===== src/hdl/cbi_pkg.sv =====
// Shared types, field layout and constants of the cyclic breakpoint interpolator.
package cbi_pkg;

  // Time format: unsigned Q0.TIME_FRAC_BITS, one extra bit holds a full cycle
  localparam int TIME_FRAC_BITS = 16;
  localparam int TIME_W         = TIME_FRAC_BITS + 1;
  localparam logic [TIME_W-1:0] TIME_FULL = TIME_W'(1) << TIME_FRAC_BITS;

  // Port field widths
  localparam int VALUE_W       = 32;
  localparam int PORT_RANK_W   = 4;
  localparam int COUNT_W       = 5;
  localparam int DEF_MAX_NODES = 16;

  // Slave-side tdata layout, lowest bit first
  localparam int IN_RANK_OFF     = 0;
  localparam int IN_NTIME_OFF    = IN_RANK_OFF + PORT_RANK_W;
  localparam int IN_NVAL_OFF     = IN_NTIME_OFF + TIME_W;
  localparam int IN_QTIME_OFF    = IN_NVAL_OFF + VALUE_W;
  localparam int IN_REMEMBER_OFF = IN_QTIME_OFF + TIME_W;
  localparam int S_TDATA_W       = ((IN_REMEMBER_OFF + 1 + 7) / 8) * 8;

  // Master-side tdata layout, lowest bit first
  localparam int M_VALUE_OFF = 0;
  localparam int M_RANK_OFF  = M_VALUE_OFF + VALUE_W;
  localparam int M_TDATA_W   = ((M_RANK_OFF + PORT_RANK_W + 7) / 8) * 8;

  // Item kinds carried in s_tuser
  localparam logic KIND_LOAD  = 1'b0;
  localparam logic KIND_QUERY = 1'b1;

  // Quotient of the interpolation fraction, 0 .. 1.0 inclusive
  localparam int FRAC_W = TIME_FRAC_BITS + 1;

  typedef struct packed {
    logic [TIME_W-1:0]         tm;
    logic signed [VALUE_W-1:0] val;
  } node_entry_t;

  typedef enum logic [3:0] {
    ST_IDLE,
    ST_START,
    ST_PRIME,
    ST_SEARCH,
    ST_EVAL,
    ST_DIVIDE,
    ST_MUL,
    ST_ADD,
    ST_FINISH
  } state_t;

  // Clamp a time to one full cycle
  function automatic logic [TIME_W-1:0] sat_time(input logic [TIME_W-1:0] t);
    return (t > TIME_FULL) ? TIME_FULL : t;
  endfunction

endpackage


===== src/hdl/cyclic_breakpoint_interpolator.sv =====
// Cyclic breakpoint interpolator: breakpoint table in memory, walk, divide, blend.
//
// Slave channel (s_*): one beat is one item. s_tuser selects a load (0), which
// writes one breakpoint at its rank, or a query (1), which asks for the curve
// value at query_time. Master channel (m_*): one result beat per query, none
// per load. cfg_wr_en/cfg_wr_data write node_count; the user must write it only
// while the block idles, the block does not enforce this. Loads are accepted
// back to back. A query holds s_tready low until its result is in the output
// register. An empty curve goes from idle straight to the finish state; a hit on
// a breakpoint runs start, prime, search, eval and finish; an interpolation also
// runs divide, mul and add between eval and finish. The walk visits from 1 to
// n + 1 intervals, n being node_count limited to MAX_NODES.
// The walk reads one table entry per cycle from the table memory, and the
// fraction comes from the bit-serial divider.
// The output register holds a finished result while the receiver stalls;
// loads and the next query are still taken meanwhile, and a later query waits
// in its last state until the register is free.
// Reset (rst, synchronous) clears node_count, the search start rank and the
// output valid; the breakpoint table is undefined until loaded.
module cyclic_breakpoint_interpolator #(
  parameter int MAX_NODES = cbi_pkg::DEF_MAX_NODES
) (
  input  logic                          clk,
  input  logic                          rst,
  // s_tdata: node_rank, node_time, node_value, query_time, remember
  input  logic                          s_tvalid,
  output logic                          s_tready,
  input  logic [cbi_pkg::S_TDATA_W-1:0] s_tdata,
  // s_tuser: kind
  input  logic [0:0]                    s_tuser,
  // m_tdata: curve_value, left_rank
  output logic                          m_tvalid,
  input  logic                          m_tready,
  output logic [cbi_pkg::M_TDATA_W-1:0] m_tdata,
  // m_tuser: curve_empty
  output logic [0:0]                    m_tuser,
  input  logic                          cfg_wr_en,
  input  logic [cbi_pkg::COUNT_W-1:0]   cfg_wr_data
);
  import cbi_pkg::*;

  localparam int RANK_W = (MAX_NODES > 1) ? $clog2(MAX_NODES) : 1;
  localparam int CNT_W  = $clog2(MAX_NODES + 1);
  localparam int CMP_W  = (CNT_W > COUNT_W) ? CNT_W : COUNT_W;
  localparam int RCMP_W = (CNT_W > PORT_RANK_W) ? CNT_W : PORT_RANK_W;
  localparam int DIFF_W = VALUE_W + 1;
  localparam int PROD_W = DIFF_W + FRAC_W + 1;

  // Next rank around the ring of cnt breakpoints
  function automatic logic [RANK_W-1:0] ring_succ(input logic [RANK_W-1:0] r,
                                                  input logic [CNT_W-1:0] cnt);
    logic [CNT_W-1:0] inc;
    inc = CNT_W'(r) + CNT_W'(1);
    return (inc == cnt) ? '0 : RANK_W'(inc);
  endfunction

  state_t state, state_next;

  // Input fields
  logic [PORT_RANK_W-1:0] in_rank;
  logic [TIME_W-1:0]      in_ntime;
  logic [VALUE_W-1:0]     in_nval;
  logic [TIME_W-1:0]      in_qtime;
  logic                   in_remember;
  logic                   s_acc;
  logic                   load_ok;

  // Configuration and state
  logic [COUNT_W-1:0]     node_count;
  logic [CNT_W-1:0]       n_eff;
  logic [RANK_W-1:0]      search_start;
  logic [RANK_W-1:0]      start_cl;

  // Table memory
  node_entry_t            mem [MAX_NODES];
  logic                   wr_en;
  logic                   rd_en;
  logic [RANK_W-1:0]      rd_addr;
  node_entry_t            rd_data;

  // Query working registers
  logic [TIME_W-1:0]      t_q;
  logic                   remember_q;
  logic [RANK_W-1:0]      l_rank;
  logic [RANK_W-1:0]      r_rank;
  logic [CNT_W-1:0]       step;
  node_entry_t            l_entry;
  node_entry_t            r_entry;
  logic signed [DIFF_W-1:0] diff;
  logic signed [PROD_W-1:0] prod;
  logic [VALUE_W-1:0]     res_value;
  logic                   res_empty;

  // Walk and evaluation terms
  logic                   in_span;
  logic                   found;
  logic                   hit_l;
  logic                   hit_r;
  logic [TIME_W:0]        d_w;
  logic [TIME_W:0]        d_adj;
  logic [TIME_W-1:0]      d_fin;
  logic [TIME_W:0]        x_w;
  logic [TIME_W:0]        x_adj;
  logic [TIME_W-1:0]      x_fin;

  // Divider hookup
  logic                   div_start;
  logic                   div_done;
  logic [FRAC_W-1:0]      frac;

  // Output register
  logic                   out_free;

  // Field unpacking
  assign in_rank     = s_tdata[IN_RANK_OFF +: PORT_RANK_W];
  assign in_ntime    = s_tdata[IN_NTIME_OFF +: TIME_W];
  assign in_nval     = s_tdata[IN_NVAL_OFF +: VALUE_W];
  assign in_qtime    = s_tdata[IN_QTIME_OFF +: TIME_W];
  assign in_remember = s_tdata[IN_REMEMBER_OFF];
  assign s_acc       = s_tvalid && s_tready;
  assign load_ok     = (RCMP_W'(in_rank) < RCMP_W'(MAX_NODES));
  assign wr_en       = s_acc && (s_tuser[0] == KIND_LOAD) && load_ok;
  assign out_free    = !m_tvalid || m_tready;

  // Breakpoints in use, limited to the table depth
  assign n_eff = (CMP_W'(node_count) > CMP_W'(MAX_NODES)) ? CNT_W'(MAX_NODES)
                                                          : CNT_W'(node_count);
  assign start_cl = (CNT_W'(search_start) > (n_eff - CNT_W'(1)))
                    ? RANK_W'(n_eff - CNT_W'(1)) : search_start;

  // Bracket test: l_entry against the entry just read at r_rank
  always_comb begin
    if (r_rank == '0) begin
      in_span = (t_q >= l_entry.tm) || (t_q <= rd_data.tm);
    end else begin
      in_span = (t_q >= l_entry.tm) && (t_q <= rd_data.tm);
    end
    // After a full lap with no bracket the pair is back at the start rank
    found = in_span || (step == n_eff);
  end

  // Wrapped interval length and distance
  always_comb begin
    hit_l = (t_q == l_entry.tm);
    hit_r = (t_q == r_entry.tm);
    d_w   = (TIME_W+1)'(r_entry.tm) - (TIME_W+1)'(l_entry.tm);
    d_adj = d_w[TIME_W] ? d_w + (TIME_W+1)'(TIME_FULL) : d_w;
    d_fin = (d_adj == '0) ? TIME_FULL : TIME_W'(d_adj);
    x_w   = (TIME_W+1)'(t_q) - (TIME_W+1)'(l_entry.tm);
    x_adj = x_w[TIME_W] ? x_w + (TIME_W+1)'(TIME_FULL) : x_w;
    x_fin = (x_adj > (TIME_W+1)'(d_fin)) ? d_fin : TIME_W'(x_adj);
  end

  // Next state
  always_comb begin
    state_next = state;
    unique case (state)
      ST_IDLE: begin
        if (s_acc && (s_tuser[0] == KIND_QUERY)) begin
          state_next = (n_eff == '0) ? ST_FINISH : ST_START;
        end
      end
      ST_START:  state_next = ST_PRIME;
      ST_PRIME:  state_next = ST_SEARCH;
      ST_SEARCH: if (found) state_next = ST_EVAL;
      ST_EVAL:   state_next = (hit_l || hit_r) ? ST_FINISH : ST_DIVIDE;
      ST_DIVIDE: if (div_done) state_next = ST_MUL;
      ST_MUL:    state_next = ST_ADD;
      ST_ADD:    state_next = ST_FINISH;
      ST_FINISH: if (out_free) state_next = ST_IDLE;
      default:   state_next = ST_IDLE;
    endcase
  end

  // State outputs
  always_comb begin
    s_tready  = 1'b0;
    rd_en     = 1'b0;
    rd_addr   = r_rank;
    div_start = 1'b0;
    unique case (state)
      ST_IDLE: s_tready = 1'b1;
      ST_START: begin
        rd_en   = 1'b1;
        rd_addr = start_cl;
      end
      ST_PRIME: rd_en = 1'b1;
      ST_SEARCH: begin
        rd_en   = !found;
        rd_addr = ring_succ(r_rank, n_eff);
      end
      ST_EVAL: div_start = !(hit_l || hit_r);
      default: ;
    endcase
  end

  always_ff @(posedge clk) begin
    if (rst) begin
      state <= ST_IDLE;
    end else begin
      state <= state_next;
    end
  end

  // Breakpoint table, one write and one registered read per cycle
  always_ff @(posedge clk) begin
    if (wr_en) begin
      mem[RANK_W'(in_rank)] <= '{tm: sat_time(in_ntime), val: in_nval};
    end
    if (rd_en) begin
      rd_data <= mem[rd_addr];
    end
  end

  // Configuration register and remembered start rank
  always_ff @(posedge clk) begin
    if (rst) begin
      node_count   <= '0;
      search_start <= '0;
    end else begin
      if (cfg_wr_en) begin
        node_count <= cfg_wr_data;
      end
      if (state == ST_START) begin
        search_start <= start_cl;
      end else if ((state == ST_SEARCH) && found && remember_q) begin
        search_start <= l_rank;
      end
    end
  end

  // Query datapath
  always_ff @(posedge clk) begin
    unique case (state)
      ST_IDLE: begin
        if (s_acc) begin
          t_q        <= sat_time(in_qtime);
          remember_q <= in_remember;
          l_rank     <= '0;
          res_value  <= '0;
          res_empty  <= 1'b1;
        end
      end
      ST_START: begin
        l_rank    <= start_cl;
        r_rank    <= ring_succ(start_cl, n_eff);
        step      <= '0;
        res_empty <= 1'b0;
      end
      ST_PRIME: l_entry <= rd_data;
      ST_SEARCH: begin
        if (found) begin
          r_entry <= rd_data;
        end else begin
          l_entry <= rd_data;
          l_rank  <= r_rank;
          r_rank  <= ring_succ(r_rank, n_eff);
          step    <= step + CNT_W'(1);
        end
      end
      ST_EVAL: begin
        if (hit_l) begin
          res_value <= l_entry.val;
        end else if (hit_r) begin
          res_value <= r_entry.val;
        end
        diff <= DIFF_W'(r_entry.val) - DIFF_W'(l_entry.val);
      end
      ST_MUL: prod <= diff * $signed({1'b0, frac});
      ST_ADD: res_value <= l_entry.val + VALUE_W'(prod >>> TIME_FRAC_BITS);
      default: ;
    endcase
  end

  // Output register
  always_ff @(posedge clk) begin
    if (rst) begin
      m_tvalid <= 1'b0;
    end else if ((state == ST_FINISH) && out_free) begin
      m_tvalid <= 1'b1;
    end else if (m_tready) begin
      m_tvalid <= 1'b0;
    end
  end

  always_ff @(posedge clk) begin
    if ((state == ST_FINISH) && out_free) begin
      m_tdata <= M_TDATA_W'({PORT_RANK_W'(l_rank), res_value});
      m_tuser <= res_empty;
    end
  end

  cbi_divider u_div (
    .clk   (clk),
    .rst   (rst),
    .start (div_start),
    .num   (x_fin),
    .den   (d_fin),
    .done  (div_done),
    .quot  (frac)
  );

endmodule


===== src/hdl/cbi_divider.sv =====
// Restoring divider for the interpolation fraction (num << TIME_FRAC_BITS) / den.
module cbi_divider (
  input  logic                       clk,
  input  logic                       rst,
  input  logic                       start,
  input  logic [cbi_pkg::TIME_W-1:0] num,
  input  logic [cbi_pkg::TIME_W-1:0] den,
  output logic                       done,
  output logic [cbi_pkg::FRAC_W-1:0] quot
);
  import cbi_pkg::*;

  localparam int CNT_W = $clog2(TIME_FRAC_BITS + 1);

  logic                busy;
  logic [CNT_W-1:0]    cnt;
  logic [TIME_W-1:0]   rem;
  logic [TIME_W-1:0]   dvs;
  logic [TIME_W:0]     rem2;
  logic                q_bit;
  logic                int_bit;

  // num never exceeds den, so the integer bit is a single compare
  assign int_bit = (num >= den);
  assign rem2    = {rem, 1'b0};
  assign q_bit   = (rem2 >= {1'b0, dvs});

  // Control: one fraction bit per cycle
  always_ff @(posedge clk) begin
    if (rst) begin
      busy <= 1'b0;
      done <= 1'b0;
      cnt  <= '0;
    end else begin
      done <= 1'b0;
      if (start) begin
        busy <= 1'b1;
        cnt  <= CNT_W'(TIME_FRAC_BITS);
      end else if (busy) begin
        cnt <= cnt - CNT_W'(1);
        if (cnt == CNT_W'(1)) begin
          busy <= 1'b0;
          done <= 1'b1;
        end
      end
    end
  end

  // Datapath: partial remainder and quotient shift register
  always_ff @(posedge clk) begin
    if (start) begin
      dvs  <= den;
      rem  <= int_bit ? (num - den) : num;
      quot <= FRAC_W'(int_bit);
    end else if (busy) begin
      rem  <= q_bit ? TIME_W'(rem2 - {1'b0, dvs}) : TIME_W'(rem2);
      quot <= {quot[FRAC_W-2:0], q_bit};
    end
  end

endmodule


===== config.mk =====
export PLATFORM = sky130hd
export DESIGN_NAME = cyclic_breakpoint_interpolator
export DESIGN_NICKNAME = d
export VERILOG_FILES = /design/src/hdl/cbi_pkg.sv /design/src/hdl/cyclic_breakpoint_interpolator.sv /design/src/hdl/cbi_divider.sv
export SDC_FILE = /design/constraint.sdc
export NUM_CORES = 2
export LEC_CHECK = 0
export ABC_AREA = 1
export ABC_CLOCK_PERIOD_IN_PS = 6400
export BUFFER_PORTS_ARGS = -buffer_cell sky130_fd_sc_hd__buf_2
export CORE_ASPECT_RATIO = 0.6
export CORE_MARGIN = 2
export CORE_UTILIZATION = 60
export DETAILED_ROUTE_END_ITERATION = 10
export PLACE_DENSITY = 0.77
export RECOVER_POWER = 100
export SYNTH_ARGS = -nofsm -noshare
export SYNTH_HDL_FRONTEND = slang
export SYNTH_SLANG_ARGS = --single-unit

===== constraint.sdc =====
create_clock -name clk -period 6.4 [get_ports clk]
set_input_delay 0.96 -clock clk [delete_from_list [all_inputs] [get_ports clk]]
set_output_delay 0.96 -clock clk [all_outputs]
set_load 0.02 [all_outputs]

==> metrics <==
largest net degree at the start of global routing 172; # fillers about 9800; boundary pin count 126; global route overflow 0; vias in the first global route ~56000; Final Cycle Share a little over nine tenths; Fmax around 0.16 GHz; DP Wirelength 150000 microns; post-DR wirelength/cell 21.4 microns; Post-Syn Area 76100 sq um; status finished with violations; number of vias per cell 5.79; Finish-stage setup viols 0; Critical Path Source diff[32]; full die area 130000 sq um; R2R setup slack 0.14 ns; layout cells sized above 1 under 10%; Design Area, Final around 83000 sq um; post-layout minimum cycle time 6.26 ns; Fin Hold WS 0.380 ns; # Max-Cap Violations 17; Worst Skew 0.0868 ns; die width around 460 microns; Crit path arrival time 6.76 ns; RD Place Congestion around 1.0; CP Max Fanout 7; worst r2r path cells 21; H-tree depth 3; crit path kind flip-flop to flip-flop; Starting Density about three fifths; hold wc startpoint res_value[19]; Sequential Area 34700 sq um; Reg clk slew, reported paths around 0.07 ns; yosys warns 0; failing checks max-capacitance violations, max-slew violations; max_slew headroom -78.5%; Starting DRT DRC Count 7507; sequential share of the synthesized area 45.6%; first-pass GRT wire length 326000 microns; WL final 213000 microns; core area 126000 sq um; Die Span Y 280 microns; data required time of the worst path 6.91 ns; cell count after synthesis 8102; Hold Crit Class flip-flop to flip-flop; worst skew pair latency 0.79 ns; total CTS buffers 107; CTS tree yes; max-slew violation count 513; Tightest Pin Transition 2.68 ns; Root Buffer clkbuf_16; Total GRT Usage 32.9%; antenna violations before repair 17; Num Clock Sinks 1169; Fin. Hold Viols 0; routed vias 57800; nets@finish 9091; DRC Markers 0; reg-to-reg critical path startpoint diff[32]; # rows about 100; number of port buffers 120; area of the multi-input gates 33600 sq um; mean area per synthesized cell 9.40 sq um; Synth-to-Final Area Change 8.69%; Yosys reg bits roughly 1200; critical path launch point type flip-flop; clk buf depth 3; Placed Area just under 80000 sq um; crit end category flip-flop; Yosys cell types 59; Routed Antenna Nets 0; worst hold stages 0; drt first pass iters 8
==> logic make-up (layout without fill, tap and decap cells) <==
logic type	count (synthesis)	count (layout)	synth area share, %
DFF	1169	1169	45.6
other	1	11	0.00493
AOI/OAI and AO/OA	589	589	4.42
and+or+nand+nor	3322	3322	19.1
buffers and inverters	2050	2231	10.6
adders and majority gates	808	808	18.4
xor gates and xnor gates	163	163	1.87
==> final cells by class <==
class	count	share of cell area [%]
inverters	1676	7.61
diodes	7	0.0212
clock inverters	61	0.847
repair buffers	359	3.01
flip-flops and latches	1169	42.0
clock buffers	134	3.38
multi-input cells	4886	40.6
repair inverters	1	0.00907
well taps	1699	2.57
==> critical path, cell delays in order, from the launching register on <==
cell and delay, ns:
edfxtp_1 0.54, buf_4 0.21, nand2_1 0.09, inv_1 0.07, fa_2 0.61, inv_1 0.16
fa_1 0.59, fa_1 0.45, fa_1 0.57, fa_1 0.44, fa_1 0.51, inv_1 0.05
ha_1 0.33, a21oi_1 0.27, o21ai_0 0.17, nor2_1 0.23, nor3_2 0.10, a211oi_2 0.20
clkbuf_4 0.19, nand2_1 0.05, nand3_1 0.06, nand2_1 0.06
==> cells in the final DEF, fill, tap and decap left out, types with 8 or more instances in the layout <==
master     count
clkbuf_16    107
a21o_1        17
ha_1         286
dfxtp_1       33
nand4_1       31
bufinv_16     10
nand2_2        8
o21ai_0      182
nor3_1        30
nor2_1       282
o21bai_1      22
buf_2         44
nand3b_1     122
nor4_1        12
inv_2          8
or2_2         20
a31oi_1       12
o21ai_1       10
inv_1       1664
edfxtp_1    1132
buf_4        163
xor2_1       106
clkbuf_2      22
o211ai_1      52
fa_1         519
xnor2_1       57
clkbuf_1     120
nor2_4         8
nand2_1     1781
clkbuf_4       8
buf_12        24
a21oi_1      237
clkinv_2      15
nand3_1      992
clkinv_1      19
o21a_1        15
==> sequential cells by signal, summed over array words and instances, names as in the netlist, 17 cells and up <==
signal      flops
mem           784
l_entry        49
r_entry        49
rd_data        49
m_tdata        36
diff           33
prod           32
res_value      32
t_q            17
u_div.dvs      17
u_div.quot     17
u_div.rem      17
==> repair_timing <==
| action | CTS | global route |
|---|---|---|
| endpoints found under the setup margin | 5 | 34 |
| resized for setup | 5 | 49 |
| hold buffers | 0 | 0 |
| buffers inserted | 0 | 17 |
| gates cloned | 0 | 1 |
| pin swaps | 0 | 7 |
==> synth_stat cells, drive strengths merged <==
cell type     n  share of area (%)
a21boi        8              0.079
clkinv        1             0.0049
nor4         15               0.12
fa          520                 14
o311ai        1              0.012
clkbuf      222                1.1
nor3         33               0.22
a32o          1              0.013
o221ai        3              0.035
dfxtp        37               0.97
nand3b      122                1.2
nand3       998                6.6
o21ai       195                1.3
a31oi        15               0.14
o21a         15               0.15
o21bai       22               0.22
ha          288                4.7
a21oi       242                1.6
buf         152                1.2
o211ai       52               0.51
a22o          1              0.012
nor4b         1              0.012
o22ai         1              0.026
a21o         17               0.17
inv        1675                8.3
and3          2              0.016
edfxtp     1132                 45
and2          6              0.049
nand2      1795                8.9
xnor2        57               0.66
a41oi         1              0.012
o221a         1              0.015
conb          1             0.0049
nor3b         2              0.020
xor2        106                1.2
nor2        296                1.5
a221oi        2              0.023
o31ai         5              0.049
nand4        31               0.25
or2          21               0.17
a211oi        7              0.069
==> final timing paths <==
kind | to
hold / removal | m_tdata[19]
setup / recovery | prod[47]
setup reg to reg | prod[47]
hold reg to reg | m_tdata[19]
==> layer usage <==
layer  wire length [microns]  global-route usage, %  up-vias
li1                        -                      -    26100
met1                   90300                   50.1    27900
met2                   88400                   45.9     3517
met3                   29700                   10.1      352
met4                    4710                   7.93       18
met5                     236                  0.665        -
==> stage by stage <==
| stage | TNS (ns) | setup WS, ns | utilization (%) | std cells |
|---|---|---|---|---|
| after global routing | -0.0614 | -0.0238 | 65.5 | 9989 |
| final | 0 | 0.143 | 65.6 | 9992 |
| after detailed placement | -0.0842 | -0.0563 | 62.8 | 9772 |
| after floorplan | 0 | 0.597 | - | 8105 |
| after global placement | -0.0378 | -0.0378 | 62.8 | 9772 |
| after CTS | 0 | 0.0131 | 65.6 | 9967 |
Power is left out: the tool's default activity adds up to more than one toggle a clock period on the data nets, which glitch-free logic cannot reach.
